File: src/rtl/core/crfs_pkg.sv
`default_nettype none

package crfs_pkg;

    // controller command bytes
    localparam logic [7:0] CMD_COLUMN_SET   = 8'h2A;
    localparam logic [7:0] CMD_ROW_SET      = 8'h2B;
    localparam logic [7:0] CMD_MEMORY_WRITE = 8'h2C;

    // panel size limits and reset values
    localparam logic [12:0] PANEL_LIMIT  = 13'd4096;
    localparam logic [12:0] WIDTH_RESET  = 13'd480;
    localparam logic [12:0] HEIGHT_RESET = 13'd320;

    // configuration register indexes
    localparam logic CFG_PANEL_WIDTH  = 1'b0;
    localparam logic CFG_PANEL_HEIGHT = 1'b1;

    // input word modes
    localparam logic MODE_LOAD = 1'b0;
    localparam logic MODE_TICK = 1'b1;

    // header sequence steps, pixel phase after the last one
    localparam logic [3:0] STEP_COLUMN_CMD   = 4'd0;
    localparam logic [3:0] STEP_LEFT_HIGH    = 4'd1;
    localparam logic [3:0] STEP_LEFT_LOW     = 4'd2;
    localparam logic [3:0] STEP_RIGHT_HIGH   = 4'd3;
    localparam logic [3:0] STEP_RIGHT_LOW    = 4'd4;
    localparam logic [3:0] STEP_ROW_CMD      = 4'd5;
    localparam logic [3:0] STEP_TOP_HIGH     = 4'd6;
    localparam logic [3:0] STEP_TOP_LOW      = 4'd7;
    localparam logic [3:0] STEP_BOTTOM_HIGH  = 4'd8;
    localparam logic [3:0] STEP_BOTTOM_LOW   = 4'd9;
    localparam logic [3:0] STEP_MEMORY_CMD   = 4'd10;
    localparam logic [3:0] PIXEL_PHASE       = 4'd11;

    // colour byte order within a pixel
    localparam logic [1:0] COLOUR_RED   = 2'd0;
    localparam logic [1:0] COLOUR_GREEN = 2'd1;
    localparam logic [1:0] COLOUR_BLUE  = 2'd2;

    // one fill request as carried by a load word
    typedef struct packed {
        logic [15:0] left_column;
        logic [15:0] top_row;
        logic [15:0] rect_width;
        logic [15:0] rect_height;
        logic [7:0]  red_level;
        logic [7:0]  green_level;
        logic [7:0]  blue_level;
    } fill_req_t;

    // clipped window handed to the sequencer
    typedef struct packed {
        logic        accept;
        logic [15:0] left;
        logic [15:0] right;
        logic [15:0] top;
        logic [15:0] bottom;
        logic [11:0] cols_m1;
        logic [11:0] rows_m1;
    } window_t;

endpackage

`default_nettype wire

File: src/rtl/core/crfs_clip.sv
`default_nettype none

module crfs_clip (
    input  wire crfs_pkg::fill_req_t req,
    input  wire [12:0]               panel_width,
    input  wire [12:0]               panel_height,
    output crfs_pkg::window_t        win
);
    import crfs_pkg::*;

    logic [12:0] pw;
    logic [12:0] ph;
    logic [16:0] x_end;
    logic [16:0] y_end;
    logic        x_over;
    logic        y_over;
    logic [12:0] cols_m1_full;
    logic [12:0] rows_m1_full;

    // panel registers above the limit act as the limit
    assign pw = (panel_width  > PANEL_LIMIT) ? PANEL_LIMIT : panel_width;
    assign ph = (panel_height > PANEL_LIMIT) ? PANEL_LIMIT : panel_height;

    // rectangle extent against the panel edge
    assign x_end  = {1'b0, req.left_column} + {1'b0, req.rect_width};
    assign y_end  = {1'b0, req.top_row} + {1'b0, req.rect_height};
    assign x_over = x_end > {4'b0, pw};
    assign y_over = y_end > {4'b0, ph};

    // clipped sizes minus one, within 12 bits once accepted
    assign cols_m1_full = x_over ? (pw - req.left_column[12:0] - 13'd1)
                                 : (req.rect_width[12:0] - 13'd1);
    assign rows_m1_full = y_over ? (ph - req.top_row[12:0] - 13'd1)
                                 : (req.rect_height[12:0] - 13'd1);

    // drop empty rectangles and ones that start off the panel
    always_comb
    begin
        win.accept  = (req.rect_width != 16'd0) && (req.rect_height != 16'd0) &&
                      (req.left_column < {3'b0, pw}) && (req.top_row < {3'b0, ph});
        win.left    = req.left_column;
        win.top     = req.top_row;
        win.right   = x_over ? {3'b0, pw - 13'd1} : (x_end[15:0] - 16'd1);
        win.bottom  = y_over ? {3'b0, ph - 13'd1} : (y_end[15:0] - 16'd1);
        win.cols_m1 = cols_m1_full[11:0];
        win.rows_m1 = rows_m1_full[11:0];
    end

endmodule

`default_nettype wire

File: src/rtl/core/crfs_sequencer.sv
`default_nettype none

module crfs_sequencer (
    input  wire                      clk,
    input  wire                      rst_n,
    input  wire                      take,
    input  wire                      mode,
    input  wire crfs_pkg::fill_req_t req,
    input  wire crfs_pkg::window_t   win,
    input  wire                      out_ready,
    output logic                     out_valid,
    output logic [7:0]               out_byte,
    output logic                     out_is_data,
    output logic                     out_last
);
    import crfs_pkg::*;

    logic        busy_reg, busy_next;
    logic [3:0]  step_reg, step_next;
    logic [15:0] left_reg, left_next;
    logic [15:0] right_reg, right_next;
    logic [15:0] top_reg, top_next;
    logic [15:0] bottom_reg, bottom_next;
    logic [23:0] colour_reg, colour_next;
    logic [11:0] cols_m1_reg, cols_m1_next;
    logic [11:0] col_cnt_reg, col_cnt_next;
    logic [11:0] row_cnt_reg, row_cnt_next;
    logic [1:0]  cidx_reg, cidx_next;
    logic        valid_reg, valid_next;
    logic [7:0]  byte_reg, byte_next;
    logic        data_reg, data_next;
    logic        last_reg, last_next;
    logic        emit;

    // byte selection and fill state update
    always_comb
    begin
        busy_next    = busy_reg;
        step_next    = step_reg;
        left_next    = left_reg;
        right_next   = right_reg;
        top_next     = top_reg;
        bottom_next  = bottom_reg;
        colour_next  = colour_reg;
        cols_m1_next = cols_m1_reg;
        col_cnt_next = col_cnt_reg;
        row_cnt_next = row_cnt_reg;
        cidx_next    = cidx_reg;
        emit         = 1'b0;
        byte_next    = byte_reg;
        data_next    = 1'b1;
        last_next    = 1'b0;
        if (take && mode == MODE_LOAD)
        begin
            busy_next = win.accept;
            if (win.accept)
            begin
                left_next    = win.left;
                right_next   = win.right;
                top_next     = win.top;
                bottom_next  = win.bottom;
                colour_next  = {req.red_level, req.green_level, req.blue_level};
                cols_m1_next = win.cols_m1;
                col_cnt_next = win.cols_m1;
                row_cnt_next = win.rows_m1;
                cidx_next    = COLOUR_RED;
                step_next    = STEP_COLUMN_CMD;
            end
        end
        else if (take && busy_reg)
        begin
            emit = 1'b1;
            if (step_reg < PIXEL_PHASE)
            begin
                step_next = step_reg + 4'd1;
                unique case (step_reg)
                    STEP_COLUMN_CMD:  begin byte_next = CMD_COLUMN_SET; data_next = 1'b0; end
                    STEP_LEFT_HIGH:   byte_next = left_reg[15:8];
                    STEP_LEFT_LOW:    byte_next = left_reg[7:0];
                    STEP_RIGHT_HIGH:  byte_next = right_reg[15:8];
                    STEP_RIGHT_LOW:   byte_next = right_reg[7:0];
                    STEP_ROW_CMD:     begin byte_next = CMD_ROW_SET; data_next = 1'b0; end
                    STEP_TOP_HIGH:    byte_next = top_reg[15:8];
                    STEP_TOP_LOW:     byte_next = top_reg[7:0];
                    STEP_BOTTOM_HIGH: byte_next = bottom_reg[15:8];
                    STEP_BOTTOM_LOW:  byte_next = bottom_reg[7:0];
                    default:          begin byte_next = CMD_MEMORY_WRITE; data_next = 1'b0; end
                endcase
            end
            else
            begin
                unique case (cidx_reg)
                    COLOUR_RED:
                    begin
                        byte_next = colour_reg[23:16];
                        cidx_next = COLOUR_GREEN;
                    end
                    COLOUR_GREEN:
                    begin
                        byte_next = colour_reg[15:8];
                        cidx_next = COLOUR_BLUE;
                    end
                    default:
                    begin
                        // end of a pixel: step the column and row counters
                        byte_next = colour_reg[7:0];
                        cidx_next = COLOUR_RED;
                        if (col_cnt_reg != 12'd0)
                        begin
                            col_cnt_next = col_cnt_reg - 12'd1;
                        end
                        else if (row_cnt_reg != 12'd0)
                        begin
                            row_cnt_next = row_cnt_reg - 12'd1;
                            col_cnt_next = cols_m1_reg;
                        end
                        else
                        begin
                            last_next = 1'b1;
                            busy_next = 1'b0;
                        end
                    end
                endcase
            end
        end
    end

    // output register holds a word until taken
    assign valid_next = emit | (valid_reg & ~out_ready);

    // control state
    always_ff @(posedge clk or negedge rst_n)
    begin
        if (!rst_n)
        begin
            busy_reg  <= 1'b0;
            step_reg  <= STEP_COLUMN_CMD;
            cidx_reg  <= COLOUR_RED;
            valid_reg <= 1'b0;
        end
        else
        begin
            busy_reg  <= busy_next;
            step_reg  <= step_next;
            cidx_reg  <= cidx_next;
            valid_reg <= valid_next;
        end
    end

    // payload state
    always_ff @(posedge clk)
    begin
        left_reg    <= left_next;
        right_reg   <= right_next;
        top_reg     <= top_next;
        bottom_reg  <= bottom_next;
        colour_reg  <= colour_next;
        cols_m1_reg <= cols_m1_next;
        col_cnt_reg <= col_cnt_next;
        row_cnt_reg <= row_cnt_next;
        if (emit)
        begin
            byte_reg <= byte_next;
            data_reg <= data_next;
            last_reg <= last_next;
        end
    end

    assign out_valid   = valid_reg;
    assign out_byte    = byte_reg;
    assign out_is_data = data_reg;
    assign out_last    = last_reg;

`ifndef SYNTHESIS
    a_step_range: assert property (@(posedge clk) disable iff (!rst_n)
        busy_reg |-> step_reg <= PIXEL_PHASE)
        else $error("header step beyond pixel phase");
    a_colour_index: assert property (@(posedge clk) disable iff (!rst_n)
        cidx_reg != 2'd3)
        else $error("colour byte index out of range");
    a_last_ends_fill: assert property (@(posedge clk) disable iff (!rst_n)
        (emit && last_next) |=> (!busy_reg && valid_reg && out_last && out_is_data))
        else $error("last word did not end the fill");
`endif

endmodule

`default_nettype wire

File: src/rtl/core/clipped_rect_fill_streamer_unit.sv
`default_nettype none

// a byte request appears on the master side in the cycle after it is taken
// throughput: one word per cycle unless m_tready stalls; an input register
// and an output register part the two sides, and every stage uses short logic only
// a load word produces no output; a fill of w by h pixels emits 11 + 3*w*h words
// reset (rst_n, asynchronous, active low) clears the handshake and fill control
// state and sets the panel registers to 480 by 320

module clipped_rect_fill_streamer_unit (
    input  wire         clk,
    input  wire         rst_n,
    // configuration write port
    input  wire         cfg_wen,
    input  wire         cfg_index,
    input  wire [12:0]  cfg_wdata,
    // slave side
    input  wire         s_tvalid,
    output logic        s_tready,
    // tdata: left_column[15:0], top_row[31:16], rect_width[47:32],
    // rect_height[63:48], red_level[71:64], green_level[79:72], blue_level[87:80]
    input  wire [87:0]  s_tdata,
    // tuser: mode[0]
    input  wire         s_tuser,
    // master side
    output logic        m_tvalid,
    input  wire         m_tready,
    // tdata: lane_byte[7:0]
    output logic [7:0]  m_tdata,
    // tuser: is_data[0]
    output logic        m_tuser,
    output logic        m_tlast
);
    import crfs_pkg::*;

    logic [12:0] panel_width_reg;
    logic [12:0] panel_height_reg;
    logic        in_valid_reg;
    logic        in_mode_reg;
    fill_req_t   in_req_reg;
    fill_req_t   s_req;
    window_t     win;
    logic        take;

    // input word unpacked
    assign s_req.left_column = s_tdata[15:0];
    assign s_req.top_row     = s_tdata[31:16];
    assign s_req.rect_width  = s_tdata[47:32];
    assign s_req.rect_height = s_tdata[63:48];
    assign s_req.red_level   = s_tdata[71:64];
    assign s_req.green_level = s_tdata[79:72];
    assign s_req.blue_level  = s_tdata[87:80];

    // stage hand-off: the held word moves on once the output slot is free
    assign take     = in_valid_reg && (!m_tvalid || m_tready);
    assign s_tready = !in_valid_reg || take;

    // configuration registers
    always_ff @(posedge clk or negedge rst_n)
    begin
        if (!rst_n)
        begin
            panel_width_reg  <= WIDTH_RESET;
            panel_height_reg <= HEIGHT_RESET;
        end
        else if (cfg_wen)
        begin
            unique case (cfg_index)
                CFG_PANEL_WIDTH:  panel_width_reg  <= cfg_wdata;
                CFG_PANEL_HEIGHT: panel_height_reg <= cfg_wdata;
                default:          panel_width_reg  <= panel_width_reg;
            endcase
        end
    end

    // input register
    always_ff @(posedge clk or negedge rst_n)
    begin
        if (!rst_n)
        begin
            in_valid_reg <= 1'b0;
        end
        else if (s_tready)
        begin
            in_valid_reg <= s_tvalid;
        end
    end

    always_ff @(posedge clk)
    begin
        if (s_tvalid && s_tready)
        begin
            in_mode_reg <= s_tuser;
            in_req_reg  <= s_req;
        end
    end

    // window clipping
    crfs_clip u_clip (
        .req          (in_req_reg),
        .panel_width  (panel_width_reg),
        .panel_height (panel_height_reg),
        .win          (win)
    );

    // byte sequencer and output register
    crfs_sequencer u_seq (
        .clk         (clk),
        .rst_n       (rst_n),
        .take        (take),
        .mode        (in_mode_reg),
        .req         (in_req_reg),
        .win         (win),
        .out_ready   (m_tready),
        .out_valid   (m_tvalid),
        .out_byte    (m_tdata),
        .out_is_data (m_tuser),
        .out_last    (m_tlast)
    );

endmodule

`default_nettype wire
File: config.mk
export PLATFORM = sky130hd
export DESIGN_NAME = clipped_rect_fill_streamer_unit
export DESIGN_NICKNAME = d
export VERILOG_FILES = /design/src/rtl/core/crfs_pkg.sv /design/src/rtl/core/crfs_clip.sv /design/src/rtl/core/crfs_sequencer.sv /design/src/rtl/core/clipped_rect_fill_streamer_unit.sv
export SDC_FILE = /design/constraint.sdc
export NUM_CORES = 1
export LEC_CHECK = 0
export BUFFER_PORTS_ARGS = -buffer_cell sky130_fd_sc_hd__buf_4
export CAP_MARGIN = 20
export CORE_ASPECT_RATIO = 1.4
export CORE_MARGIN = 4
export CORE_UTILIZATION = 57
export CTS_BUF_LIST = sky130_fd_sc_hd__clkbuf_2
export CTS_CLUSTER_DIAMETER = 100
export CTS_CLUSTER_SIZE = 10
export DETAILED_ROUTE_END_ITERATION = 8
export PLACE_DENSITY = 0.79
export REMOVE_ABC_BUFFERS = 1
export SLEW_MARGIN = 5
export SYNTH_ARGS = -nofsm -noshare
export SYNTH_HDL_FRONTEND = slang
export SYNTH_SLANG_ARGS = --single-unit
File: constraint.sdc
create_clock -name clk -period 8 [get_ports clk]
set_clock_uncertainty 0.15 [all_clocks]
set_input_delay 1.2 -clock clk [delete_from_list [all_inputs] [get_ports clk]]
set_output_delay 1.2 -clock clk [all_outputs]
set_load 0.01 [all_outputs]
# Word-level counts from Yosys, hierarchy flattened
# Cells that the tools add are included.
# W data, S select, Z words.
classes:
  order_cmp: 7
  n_addsub: 15
  mux: 42
  eq_ne: 15
  bitwise_logic: 8
  n_reduce_logical: 34
op_table:
  columns: ["op", "n"]
  rows:
  - ["$mux W12", 16]
  - ["$pmux W8 S10", 1]
  - ["$sub A12 B1 Y12 const B", 6]
  - ["$mux W13", 4]
  - ["$add A16 B16 Y17", 2]
  - ["$gt A17 B13 Y1", 2]
  - ["$lt A16 B13 Y1", 2]
  - ["$reduce_bool A16 Y1", 2]
  - ["$sub A16 B1 Y16 const B", 2]
  - ["$gt A13 B13 Y1 const B", 2]
  - ["$sub A13 B1 Y13 const B", 2]
  - ["$reduce_bool A12 Y1", 2]
  - ["$sub A12 B12 Y12", 2]
  - ["$eq A4 B3 Y1 const B", 4]
  - ["$mux W4", 4]
  - ["$pmux W8 S2", 1]
  - ["$mux W1", 10]
  - ["$ne A2 B1 Y1 const B", 5]
  - ["$reduce_and A5 Y1", 2]
  - ["$reduce_and A3 Y1", 3]
  - ["$eq A4 B2 Y1 const B", 2]
  - ["$eq A4 B4 Y1 const B", 2]
  - ["$mux W2", 4]
  - ["$mux W8", 1]
  - ["other kinds (21)", 38]
word_totals:
  ff_bits: 258
  output_inout_bits: 12

# Depth between registers and ports, before layout
# Gate-level depths: netlist (run 1).
logic_depth:
  word_depth: 7
  depth_mapped: 21
  depth_no_buf: 19

# Cells and area by module
# From an unflattened synthesis (run 1), not the netlist that was laid out.
hier_totals:
  hier_cells: 1410
  area_unflattened_um2: 15785.1
modules_own_cells:
  columns: ["mod", "instances", "area_each_um2", "cells_each", "seq_area_each_um2"]
  rows:
  - ["crfs_sequencer", 1, 6154.7, 443, 4224.1]
  - ["crfs_clip", 1, 5868.1, 816, 0.0]
  - ["clipped_rect_fill_streamer_unit", 1, 3762.4, 151, 3355.7]

# Worst setup path before layout (run 1)
# Ideal clock, no wire load.
synth_path:
  path_kind: "reg-to-reg"
  from: "register panel_width_reg[0]"
  to: "register u_seq.col_cnt_reg[0], enable pin"
  path_stages_with_launch: 19
  synth_period_minus_slack_ns: 7.839
  setup_time_ns: 0.385
  path_slack_ns: 0.161
  t_arrival_ns: 7.304
  path_cell_list: "dfrtp_1 -> or3_1 -> or4_1 -> o21ai_1 -> nand2_1 -> inv_1 -> ha_1 -> inv_1 -> fa_1 -> a21oi_1 -> nor2b_1 -> o21ai_0 -> nand2b_1 -> a2111oi_0 -> or3_1 -> and3_1 -> clkbuf_1 -> nor2_1 -> a21oi_1"
synth_via:
  elab_chain_len: 7
synth_lines:
  columns: ["element", "line_no", "text"]
  rows:
  - ["start: declaration", "clipped_rect_fill_streamer_unit.sv:36", "logic [12:0] panel_width_reg;"]
  - ["start signal: assignment", "clipped_rect_fill_streamer_unit.sv:69", "CFG_PANEL_WIDTH: panel_width_reg <= cfg_wdata;"]
  - ["start signal: assignment", "clipped_rect_fill_streamer_unit.sv:71", "default: panel_width_reg <= panel_width_reg;"]
  - ["$gt A13 B13 Y1", "crfs_clip.sv:21", "assign pw = (panel_width > PANEL_LIMIT) ? PANEL_LIMIT : panel_width;"]
  - ["$mux W13 *", "crfs_clip.sv:21", null]
  - ["$lt A16 B13 Y1 *", "crfs_clip.sv:40", "(req.left_column < {3'b0, pw}) && (req.top_row < {3'b0, ph});"]
  - ["$logic_and A1 B1 Y1 *", "crfs_clip.sv:39", "win.accept = (req.rect_width != 16'd0) && (req.rect_height != 16'd0) &&"]
  - ["$logic_and A1 B1 Y1 *", "crfs_clip.sv:40", null]
  - ["$ne A2 B1 Y1 (no line) *", null, null]
  - ["$reduce_and A5 Y1 (no line) *", null, null]
  - ["end signal: assignment", "crfs_sequencer.sv:159", "col_cnt_reg <= col_cnt_next;"]
  - ["end: declaration", "crfs_sequencer.sv:26", "logic [11:0] col_cnt_reg, col_cnt_next;"]
# Every way passes the cells marked *; elsewhere a longest branch is shown, timed or not.
# A chain may end at the register's enable or synchronous reset.

==> results.sh, run 1 <==
export IMPL_outcome="finished, final reports clean"
export IMPL_detailroute_via_count=11280
export IMPL_final_hold_viol_count=0
export IMPL_highest_attainable_clock_frequency_mhz=169.3
export IMPL_start_kind="flop"
export IMPL_drive_gt1_share_pct=16.15
export IMPL_gpl_final_weighted_congestion=0.9838
export IMPL_gr_total_overflow=0
export IMPL_final_min_period_over_clock_period_pct=73.82
export IMPL_cts_sinks=258
export IMPL_fp_dieW_um=146.0
export IMPL_hold_path_class="in2reg"
export IMPL_critical_path_top_delay_family="simple AND/OR/NAND/NOR gates"
export IMPL_post_synthesis_register_bit_count=258
export IMPL_worst_setup_hold_path_clk_slew_ps=230
export IMPL_maxSlewHeadroom_pct=26.41
export IMPL_slack_of_the_worst_reg_to_reg_path_ps=2090
export IMPL_floorplan_core_area_um2=26190
export IMPL_syn_area_per_cell_um2=11.08
export IMPL_route_detailed_wl_per_inst_um=20.82
export IMPL_area_enclosed_by_the_die_boundary_um2=29390
export IMPL_power_total_mw=3.415
export IMPL_drv_cap=0
export IMPL_critical_path_peak_fanout=18
export IMPL_nFillCells=2058
export IMPL_io_buffers=119
export IMPL_netlist_cell_type_count=78
export IMPL_cellInternalPower_mw=2.198
export IMPL_drt_total_wl_um=38100
export IMPL_power_density_nw_per_um2=205.1
export IMPL_post_cts_resized_instances=0
export IMPL_first_global_vias=11040
export IMPL_io_pins=120
export IMPL_hold_path_cell_count=1
export IMPL_synth_edff_count=223
export IMPL_end_kind="flop"
export IMPL_grt_first_pass_wirelength_um=59010
export IMPL_h_tree_depth=1
export IMPL_timing_setup_tns_ps=0
export IMPL_share_comb_of_total_power_pct=34.4
export IMPL_drt_pass1_iter_count=6
export IMPL_worstReg2RegEnd="u_seq.bottom_reg[2]"
export IMPL_finish_net_count=1709
export IMPL_net_switching_power_mw=1.216
export IMPL_grt_antenna_before_repair=1
export IMPL_static_leakage_power_nw=6.508
export IMPL_ctsRootBufferMaster="sky130_fd_sc_hd__clkbuf_2"
export IMPL_detail_route_vias_per_cell=6.163
export IMPL_grt_setup_unrepaired="no"
export IMPL_power_sequential_fraction_pct=48.3
export IMPL_tritoncts="built"
export IMPL_critical_path_required_ps=8490
export IMPL_syn_instance_count=1372
export IMPL_worst_reg_to_reg_path_cell_count=18
export IMPL_setup_violations_final=0
export IMPL_vdd_ir_drop_max_mv=0.1366
export IMPL_layout_area_seq_um2=7580
export IMPL_largest_reg_flops=88
export IMPL_ant_nets=0
export IMPL_number_of_clock_buffers_inserted_by_tritoncts=29
export IMPL_synth_seq_area_share_pct=49.84
export IMPL_synth_top_flop_cell="sky130_fd_sc_hd__edfxtp_1"
export IMPL_share_clk_of_total_power_pct=17.3
export IMPL_crit_reg2reg_launch="in_req_reg[56]"
export IMPL_timing_final_max_slew_violations=0
export IMPL_max_slew_worst_pin_slew_ps=1103
export IMPL_cpMaxStageDelayCell="sky130_fd_sc_hd__nor2_2"
export IMPL_dpl_worst_slack_ps=2243
export IMPL_dp_hpwl_um=29170
export IMPL_area_growth_syn_to_layout_pct=9.503
export IMPL_post_detailed_route_drc_marker_count=0
export IMPL_crit_buf_inv=1
export IMPL_critical_path_startpoint="in_req_reg[56]"
export IMPL_clock_insertion_delay_worst_skew_ps=950
export IMPL_asyncSetResetFlopFracSynth_pct=13.57
export IMPL_timing_critical_path_slowest_cell_delay_ps=960
export IMPL_chipHeight_um=201.3
export IMPL_arrival_ps=6400
export IMPL_crit_top_cell="sky130_fd_sc_hd__a31oi_1"
export IMPL_clockBufferDepth=3
export IMPL_crit_path_end="u_seq.bottom_reg[2]"
export IMPL_row_count=70
export IMPL_multi_input_comb_area_um2=7124
export IMPL_grt_start_max_net_pins=78
export IMPL_groute_usage_overall_pct=25.34
export IMPL_min_period_ps=5906
export IMPL_initial_core_util_pct=58.07
export IMPL_drt_first_iter_violations=991
export IMPL_swShare_pct=35.62
export IMPL_critPathKind="reg2reg"
export IMPL_crit_cells=18
export IMPL_timing_final_ws_setup_ps=2094
export IMPL_yosys_warnings=0
export IMPL_synth_area_um2=15210
export IMPL_timing_critical_path_cells="ha_1, inv_1, fa_1, nor2b_1, o2111ai_2, a31oi_1, or2_1, a31oi_1, xnor2_1, ha_1, a21oi_1, nand4b_1, a31oi_1, and4b_1, nor3_1, o21ai_1, nor2_2, mux2i_1"
-- per-stage QoR --
stage                     instance area (µm²)  util (%)  std cells  hold slack [ps]
after floorplan                         15010         -       1325            250.3
after global placement                  16360     62.48       1774            251.8
after detailed placement                16360     62.48       1774            254.5
after CTS                               16630     63.52       1827            172.5
after global routing                    16650     63.59       1830            171.4
final                                   16650     63.59       1830            248.6
-- per-layer routing --
| layer | GRT usage [%] | wire [µm] | vias to the layer above |
|---|---|---|---|
| li1 | - | - | 5330 |
| met2 | 44.04 | 18980 | 442 |
| met4 | 11.06 | 1787 | 0 |
| met3 | 3.244 | 2345 | 106 |
| met5 | 0 | 0 | - |
| met1 | 31.85 | 14990 | 5401 |
-- cells in the mapped netlist (34+ instances only) --
library cell / instances / area [µm²]
sky130_fd_sc_hd__a211oi_1: 34 / 255.2
sky130_fd_sc_hd__a21oi_1: 80 / 400.4
sky130_fd_sc_hd__edfxtp_1: 223 / 6696
sky130_fd_sc_hd__ha_1: 113 / 1414
sky130_fd_sc_hd__inv_1: 83 / 311.6
sky130_fd_sc_hd__mux2_2: 38 / 427.9
sky130_fd_sc_hd__nand2_1: 93 / 349.1
sky130_fd_sc_hd__nor2_1: 101 / 379.1
sky130_fd_sc_hd__nor3_1: 50 / 250.2
sky130_fd_sc_hd__o21ai_0: 47 / 235.2
sky130_fd_sc_hd__xnor2_1: 72 / 630.6
sky130_fd_sc_hd__xor2_1: 40 / 350.3
-- layout by cell type (no fill, tap or decap), drive strengths merged, types with 35 or more instances in the layout --
master / count
inv: 83
a21oi: 81
nand2: 93
nor3: 50
nor2: 102
xor2: 40
clkbuf: 50
xnor2: 72
o21ai: 51
edfxtp: 223
a211oi: 35
mux2: 39
buf: 127
ha: 113
-- power groups by stage --
stage | Combinational, mW | Clock (mW) | Sequential (mW)
2_1_floorplan | 0.819 | 0 | 1.64
3_3_place_gp | 1.12 | 0 | 1.68
3_5_place_dp | 1.15 | 0 | 1.68
4_1_cts | 1.15 | 0.614 | 1.65
5_1_grt | 1.28 | 0.670 | 1.66
6_report | 1.18 | 0.589 | 1.65
-- worst min-delay path by stage --
| stage | startpoint | end |
|---|---|---|
| after CTS | s_tdata[27] | in_req_reg[67] |
| after global routing | s_tdata[3] | in_req_reg[75] |
| after global placement | in_req_reg[5] | u_seq.colour_reg[5] |
| final | s_tdata[25] | in_req_reg[65] |
| after detailed placement | in_req_reg[0] | u_seq.colour_reg[0] |
| after floorplan | in_req_reg[0] | u_seq.colour_reg[0] |
-- logic make-up (layout without fill, tap and decap cells) --
logic type,count (synthesis),count (layout),share of synthesized area [%]
AO/OA/AOI/OAI,305,305,13.50
other,0,1,0
AND/OR/NAND/NOR,381,381,12.20
adder cells (fa/ha/maj),117,117,9.824
buffers and inverters,131,264,3.357
multiplexers,68,68,4.821
flip-flops,258,258,49.84
XOR/XNOR,112,112,6.451
-- layout make-up --
type                       count  share of cell area (%)
timing repair buffer         128                   5.786
antenna                        1                 0.01503
inverter                      84                   1.893
multi-input combinational    983                   42.78
tap                          324                   2.434
clock inverter                 2                 0.06762
sequential                   258                   45.52
clock buffer                  50                   1.503
-- what timing repair did --
item                      4_1_cts  5_1_grt
hold endpoints to repair        3        0
setup buffers                   0        0
hold buffers                    1        0
-- worst register-to-register path, stage by stage, from the launching register on --
cell and delay, ps:
sky130_fd_sc_hd__edfxtp_1 420, sky130_fd_sc_hd__ha_1 200, sky130_fd_sc_hd__inv_1 60, sky130_fd_sc_hd__fa_1 400, sky130_fd_sc_hd__nor2b_1 220, sky130_fd_sc_hd__o2111ai_2 170
sky130_fd_sc_hd__a31oi_1 250, sky130_fd_sc_hd__or2_1 290, sky130_fd_sc_hd__a31oi_1 140, sky130_fd_sc_hd__xnor2_1 390, sky130_fd_sc_hd__ha_1 330, sky130_fd_sc_hd__a21oi_1 220
sky130_fd_sc_hd__nand4b_1 130, sky130_fd_sc_hd__a31oi_1 250, sky130_fd_sc_hd__and4b_1 230, sky130_fd_sc_hd__nor3_1 230, sky130_fd_sc_hd__o21ai_1 380, sky130_fd_sc_hd__nor2_2 970
sky130_fd_sc_hd__mux2i_1 220
(Power assumes the default switching activity.)
==> run 2, diff against run 1 <==
Clock period 8 ns to 5.4 ns, I/O delays scaled along.
==> run 2 against run 1 <==
  * Fmax is 15% higher
  * Register-to-register slack worse by 1800 ps
  * Critical endpoint is now u_seq.row_cnt_reg[7]
  * Largest cell class unchanged
  * Via count up 3.9%
  * Die area unchanged
  * Sequential share of layout area decreased by 2.9 points
  * Flip-flop and latch count stayed put
  * Hold slack worse by 160 ps
  * Largest power group unchanged
  * Clock-buffer cell count up 1
  * Cell count is 6.1% higher
  * Combinational power increased by 53%
  * First-iteration DRC count decreased by 9.1%
==> results.sh, run 2 (same netlist as run 1, synthesis figures left out) <==
export IMPL_setup_violations_final=0
export IMPL_tritoncts="built"
export IMPL_h_tree_depth=1
export IMPL_final_core_util_pct=67.85
export IMPL_worst_setup_hold_path_clk_slew_ps=200
export IMPL_power_total_mw=5.158
export IMPL_critPathKind="reg2reg"
export IMPL_hold_path_startpoint="m_tready"
export IMPL_grt_antenna_before_repair=1
export IMPL_drt_total_wl_um=40620
export IMPL_crit_top_cell="sky130_fd_sc_hd__a31oi_1"
export IMPL_timing_final_max_slew_violations=0
export IMPL_critical_path_required_ps=5880
export IMPL_met3_routed_length_um=2279
export IMPL_routedLengthMet1_um=15990
export IMPL_gpl_final_weighted_congestion=0.9384
export IMPL_vdd_ir_drop_max_mv=0.1729
export IMPL_clockBufferDepth=3
export IMPL_final_cell_mix="sky130_fd_sc_hd__edfxtp_1, sky130_fd_sc_hd__buf_4, sky130_fd_sc_hd__ha_1"
export IMPL_ctsRootBufferMaster="sky130_fd_sc_hd__clkbuf_2"
export IMPL_layout_commonest_cell="sky130_fd_sc_hd__edfxtp_1"
export IMPL_outcome="finished, final reports clean"
export IMPL_end_kind="flop"
export IMPL_highest_layer="met4"
export IMPL_drive_gt1_share_pct=15.66
export IMPL_crit_reg2reg_launch="in_req_reg[56]"
export IMPL_timing_critical_path_cells="ha_1, inv_1, fa_1, nor2b_1, o2111ai_2, a31oi_1, or2_1, a31oi_1, xnor2_2, ha_1, a21oi_1, nand4b_1, a31oi_1, and4b_1, nor3_1, o21ai_2, nor2_2, buf_4, o311ai_0"
export IMPL_number_of_clock_buffers_inserted_by_tritoncts=29
export IMPL_grt_start_max_net_pins=76
export IMPL_timing_critical_path_slowest_cell_delay_ps=420
export IMPL_dp_hpwl_um=29570
export IMPL_fp_dieW_um=146.0
export IMPL_grt_setup_unrepaired="no"
export IMPL_groute_usage_overall_pct=26.94
export IMPL_hold_path_class="in2reg"
export IMPL_chipHeight_um=201.3
export IMPL_row_count=70
export IMPL_area_enclosed_by_the_die_boundary_um2=29390
export IMPL_arrival_ps=5600
export IMPL_cpMaxStageDelayCell="sky130_fd_sc_hd__edfxtp_1"
export IMPL_io_buffers=119
export IMPL_critical_path_peak_fanout=18
export IMPL_start_kind="flop"
export IMPL_drv_cap=0
export IMPL_drt_pass1_iter_count=5
export IMPL_hold_worst_slack_ps=91.08
export IMPL_final_hold_viol_count=0
export IMPL_detail_route_vias_per_cell=6.040
export IMPL_initial_core_util_pct=58.07
export IMPL_max_slew_worst_pin_slew_ps=1071
export IMPL_finish_net_count=1819
export IMPL_route_detailed_wl_per_inst_um=20.93
export IMPL_io_pins=120
export IMPL_first_global_vias=11990
export IMPL_final_min_period_over_clock_period_pct=94.82
export IMPL_cts_sinks=258
export IMPL_min_period_ps=5120
export IMPL_floorplan_core_area_um2=26190
export IMPL_drt_first_iter_violations=901
export IMPL_detailroute_via_count=11720
export IMPL_detailroute_wirelength_met2_um=20800
export IMPL_area_growth_syn_to_layout_pct=16.84
export IMPL_maxSlewHeadroom_pct=28.42
export IMPL_stdcell_area_um2=17770
export IMPL_largest_reg_flops=88
export IMPL_post_detailed_route_drc_marker_count=0
export IMPL_power_density_nw_per_um2=290.3
export IMPL_clock_insertion_delay_worst_skew_ps=990
export IMPL_static_leakage_power_nw=6.987
export IMPL_slack_of_the_worst_reg_to_reg_path_ps=280
export IMPL_gr_total_overflow=0
export IMPL_timing_setup_tns_ps=0
export IMPL_grt_first_pass_wirelength_um=63340
export IMPL_ant_nets=0
export IMPL_critical_path_startpoint="in_req_reg[56]"
export IMPL_highest_attainable_clock_frequency_mhz=195.3
export IMPL_placedInstanceArea_um2=16430
## run 2: per-stage QoR
stage / setup slack [ps] / instances
2_1_floorplan: -1839 / 1325
3_3_place_gp: 466.5 / 1781
3_5_place_dp: 301.6 / 1781
4_1_cts: 178.9 / 1939
5_1_grt: 3.107 / 1941
6_report: 279.8 / 1941
## run 2: cell type report
type / instances / area, µm²
fill: 1982 / 8419
sequential: 258 / 7580
multi-input combinational: 983 / 7137
tap: 324 / 405.4
timing repair buffer: 238 / 2062
antenna: 1 / 2.502
clock inverter: 2 / 11.26
clock buffer: 51 / 255.2
inverter: 84 / 315.3
## run 2: where the power goes
part           leakage (nW)  internal [mW]  switching (mW)
Sequential             2.49           2.32           0.125
Clock                 0.214          0.242           0.664
Combinational          4.29          0.763            1.05
Total                  6.99           3.32            1.83
## run 2: worst paths after layout
check	endpoint	cells after the start
max	u_seq.row_cnt_reg[7]	19
min	u_seq.out_valid	3
max reg2reg	u_seq.row_cnt_reg[7]	19
min reg2reg	u_seq.colour_reg[23]	0
max in group asynchronous	panel_height_reg[6]	2
min in group asynchronous	u_seq.step_reg[0]	2
## run 2: timing repair
| item | CTS | global route |
|---|---|---|
| resized for setup | 0 | 3 |
| hold buffers | 105 | 0 |
| buffers inserted | 0 | 0 |
| setup endpoints to repair | 0 | 23 |
| endpoints found under the hold margin | 148 | 0 |
## run 2: critical path, delay by kind of cell, from the launching register on
kind | cells | cell delay (ps)
adders and majority gates | 3 | 910
AOI/OAI and AO/OA | 7 | 1450
buffers and inverters | 2 | 350
DFF | 1 | 420
and+or+nand+nor | 6 | 1230
xor gates and xnor gates | 1 | 270
## run 2: routing by layer
layer / vias up / GRT usage (%)
met3: 87 / 3.289
met5: - / 0
met4: 0 / 10.26
met2: 461 / 48.39
met1: 5613 / 33.21
li1: 5562 / -
==> run 3, diff against run 2 <==
Settings changed: CORE_ASPECT_RATIO 1.4 to 1.25.
==> run 3 against run 2 <==
  * Combinational power is essentially flat
  * Clock power shrank 0.4%
  * Fmax shrank 0.29%
  * Sequential power is essentially flat
  * Clock-buffer cell count grew 1
  * Setup slack lost 15 ps
  * Flip-flop and latch count is the same
  * Wire length shrank 2.3%
  * Critical path type unchanged
  * Highest routed layer unchanged
==> results.sh, run 3 (same netlist as run 1, synthesis figures left out) <==
export IMPL_outcome="finished, final reports clean"
export IMPL_row_count=66
export IMPL_largest_reg_flops=88
export IMPL_power_density_nw_per_um2=288.5
export IMPL_fp_dieW_um=154.1
export IMPL_whs_endpoint="panel_width_reg[12]"
export IMPL_grt_first_pass_wirelength_um=61850
export IMPL_h_tree_depth=1
export IMPL_clockBufferDepth=3
export IMPL_final_min_period_over_clock_period_pct=95.10
export IMPL_static_leakage_power_nw=6.993
export IMPL_final_hold_viol_count=0
export IMPL_area_growth_syn_to_layout_pct=17.12
export IMPL_timing_setup_tns_ps=0
export IMPL_post_detailed_route_drc_marker_count=0
export IMPL_first_global_vias=11630
export IMPL_cpMaxStageDelayCell="sky130_fd_sc_hd__o21a_1"
export IMPL_grt_start_max_net_pins=59
export IMPL_critical_path_top_delay_family="compound AO/OA/AOI/OAI gates"
export IMPL_grt_setup_unrepaired="no"
export IMPL_arrival_ps=5730
export IMPL_crit_top_cell="sky130_fd_sc_hd__a31oi_1"
export IMPL_clock_insertion_delay_worst_skew_ps=920
export IMPL_area_enclosed_by_the_die_boundary_um2=29370
export IMPL_timing_final_max_slew_violations=0
export IMPL_min_period_ps=5135
export IMPL_dpl_worst_slack_ps=198.7
export IMPL_hold_path_cell_count=4
export IMPL_route_detailed_wl_per_inst_um=20.26
export IMPL_finish_net_count=1819
export IMPL_worstReg2RegEnd="u_seq.row_cnt_reg[5]"
export IMPL_end_kind="flop"
export IMPL_highest_attainable_clock_frequency_mhz=194.7
export IMPL_drt_pass1_iter_count=7
export IMPL_fin_cells=1958
export IMPL_dp_hpwl_um=29390
export IMPL_crit_reg2reg_launch="in_req_reg[56]"
export IMPL_drive_gt1_share_pct=15.66
export IMPL_layout_commonest_cell="sky130_fd_sc_hd__edfxtp_1"
export IMPL_gpl_final_weighted_congestion=0.9878
export IMPL_slack_of_the_worst_reg_to_reg_path_ps=260
export IMPL_max_slew_worst_pin_slew_ps=973.5
export IMPL_drv_cap=0
export IMPL_critical_path_required_ps=5990
export IMPL_drt_first_iter_violations=1028
export IMPL_final_cell_mix="sky130_fd_sc_hd__edfxtp_1, sky130_fd_sc_hd__buf_4, sky130_fd_sc_hd__ha_1"
export IMPL_detailroute_via_count=11730
export IMPL_hold_path_startpoint="cfg_index"
export IMPL_gr_total_overflow=0
export IMPL_critPathKind="reg2reg"
export IMPL_ctsRootBufferMaster="sky130_fd_sc_hd__clkbuf_2"
export IMPL_worst_setup_hold_path_clk_slew_ps=230
export IMPL_nFillCells=1929
export IMPL_vdd_ir_drop_max_mv=0.1872
export IMPL_detail_route_vias_per_cell=5.990
export IMPL_tritoncts="built"
export IMPL_drt_total_wl_um=39680
export IMPL_io_pins=120
export IMPL_timing_final_ws_setup_ps=264.8
export IMPL_critical_path_peak_fanout=13
export IMPL_placedCellCount=1797
export IMPL_io_buffers=119
export IMPL_setup_violations_final=0
export IMPL_timing_critical_path_cells="ha_1, inv_1, fa_1, nor2b_1, o2111ai_2, a31oi_1, or2_1, a31oi_1, xnor2_2, ha_1, a21oi_1, nand4b_1, a31oi_1, and4b_1, nor3_1, o21a_1, a21oi_1, a311oi_1"
export IMPL_worst_reg_to_reg_path_cell_count=18
export IMPL_cts_sinks=258
export IMPL_hold_path_class="in2reg"
export IMPL_grt_antenna_before_repair=2
export IMPL_floorplan_core_area_um2=26180
export IMPL_ant_nets=0
export IMPL_crit_buf_inv=1
export IMPL_chipHeight_um=190.6
export IMPL_hold_worst_slack_ps=114.2
export IMPL_maxSlewHeadroom_pct=34.50
export IMPL_groute_usage_overall_pct=26.47
export IMPL_number_of_clock_buffers_inserted_by_tritoncts=29
export IMPL_start_kind="flop"
export IMPL_timing_critical_path_slowest_cell_delay_ps=500
export IMPL_final_core_util_pct=68.04
export IMPL_initial_core_util_pct=58.09
[run 3: cell count changes in the layout (fill, tap and decap cells not counted)]
cell / before / now
sky130_fd_sc_hd__buf_12: 1 / 2
sky130_fd_sc_hd__buf_4: 132 / 131
sky130_fd_sc_hd__clkbuf_2: 51 / 52
sky130_fd_sc_hd__clkinvlp_4: 1 / 0
sky130_fd_sc_hd__diode_2: 1 / 2
sky130_fd_sc_hd__nor2_2: 1 / 0
sky130_fd_sc_hd__nor2_4: 0 / 1
sky130_fd_sc_hd__nor4_1: 18 / 17
sky130_fd_sc_hd__nor4_2: 1 / 2
sky130_fd_sc_hd__o21a_1: 9 / 10
sky130_fd_sc_hd__o21a_2: 1 / 0
[run 3: what timing repair did]
item                                    in CTS  in global routing
endpoints found under the setup margin       0                 20
setup buffers                                0                  0
hold buffers                               105                  0
hold endpoints to repair                   151                  0
gates resized for setup                      0                  4
[run 3: power breakdown]
group	switching, mW	internal, mW
combinational	1.03	0.761
clock	0.657	0.244
sequential	0.127	2.32
total	1.82	3.32
[run 3: through the flow]
stage / area, µm² / power, mW
5_1_grt: 17810 / 5.435
3_3_place_gp: 16460 / 4.124
4_1_cts: 17780 / 5.124
6_report: 17810 / 5.139
2_1_floorplan: 15010 / 3.650
3_5_place_dp: 16460 / 4.168
[run 3: layout make-up]
class | instances | area (µm²) | share of cell area, %
Antenna cell | 2 | 5.005 | 0.02810
Tap cell | 340 | 425.4 | 2.388
Clock inverter | 1 | 3.754 | 0.02107
Multi-Input combinational cell | 983 | 7147 | 40.13
Inverter | 84 | 315.3 | 1.770
Timing Repair Buffer | 238 | 2074 | 11.65
Clock buffer | 52 | 260.3 | 1.461
Sequential cell | 258 | 7580 | 42.56
[run 3: worst register-to-register path, stage by stage (launching register included)]
cell                        delay (ps)
sky130_fd_sc_hd__edfxtp_1          480
sky130_fd_sc_hd__ha_1              220
sky130_fd_sc_hd__inv_1              60
sky130_fd_sc_hd__fa_1              400
sky130_fd_sc_hd__nor2b_1           210
sky130_fd_sc_hd__o2111ai_2         150
sky130_fd_sc_hd__a31oi_1           240
sky130_fd_sc_hd__or2_1             260
sky130_fd_sc_hd__a31oi_1           160
sky130_fd_sc_hd__xnor2_2           240
sky130_fd_sc_hd__ha_1              290
sky130_fd_sc_hd__a21oi_1           210
sky130_fd_sc_hd__nand4b_1          120
sky130_fd_sc_hd__a31oi_1           250
sky130_fd_sc_hd__and4b_1           240
sky130_fd_sc_hd__nor3_1            280
sky130_fd_sc_hd__o21a_1            500
sky130_fd_sc_hd__a21oi_1           150
sky130_fd_sc_hd__a311oi_1          330
[run 3: how the worst max path moves through the flow]
| stage | start | to | cells after the start |
|---|---|---|---|
| final | in_req_reg[56] | u_seq.row_cnt_reg[5] | 18 |
| after CTS | in_req_reg[56] | u_seq.bottom_reg[4] | 19 |
| after floorplan | panel_width_reg[0] | u_seq.col_cnt_reg[0] | 17 |
| after global routing | in_req_reg[56] | u_seq.bottom_reg[7] | 19 |
| after detailed placement | in_req_reg[56] | u_seq.bottom_reg[5] | 19 |
| after global placement | in_req_reg[56] | u_seq.bottom_reg[5] | 19 |
[run 3: routing by layer]
metal | share of wire [%] | routed length, µm | track usage (%)
met1 | 41 | 16230 | 35.17
met2 | 48 | 18990 | 44.50
met3 | 7.5 | 2993 | 3.768
met4 | 3.7 | 1456 | 9.616
met5 | 0 | 0 | 0
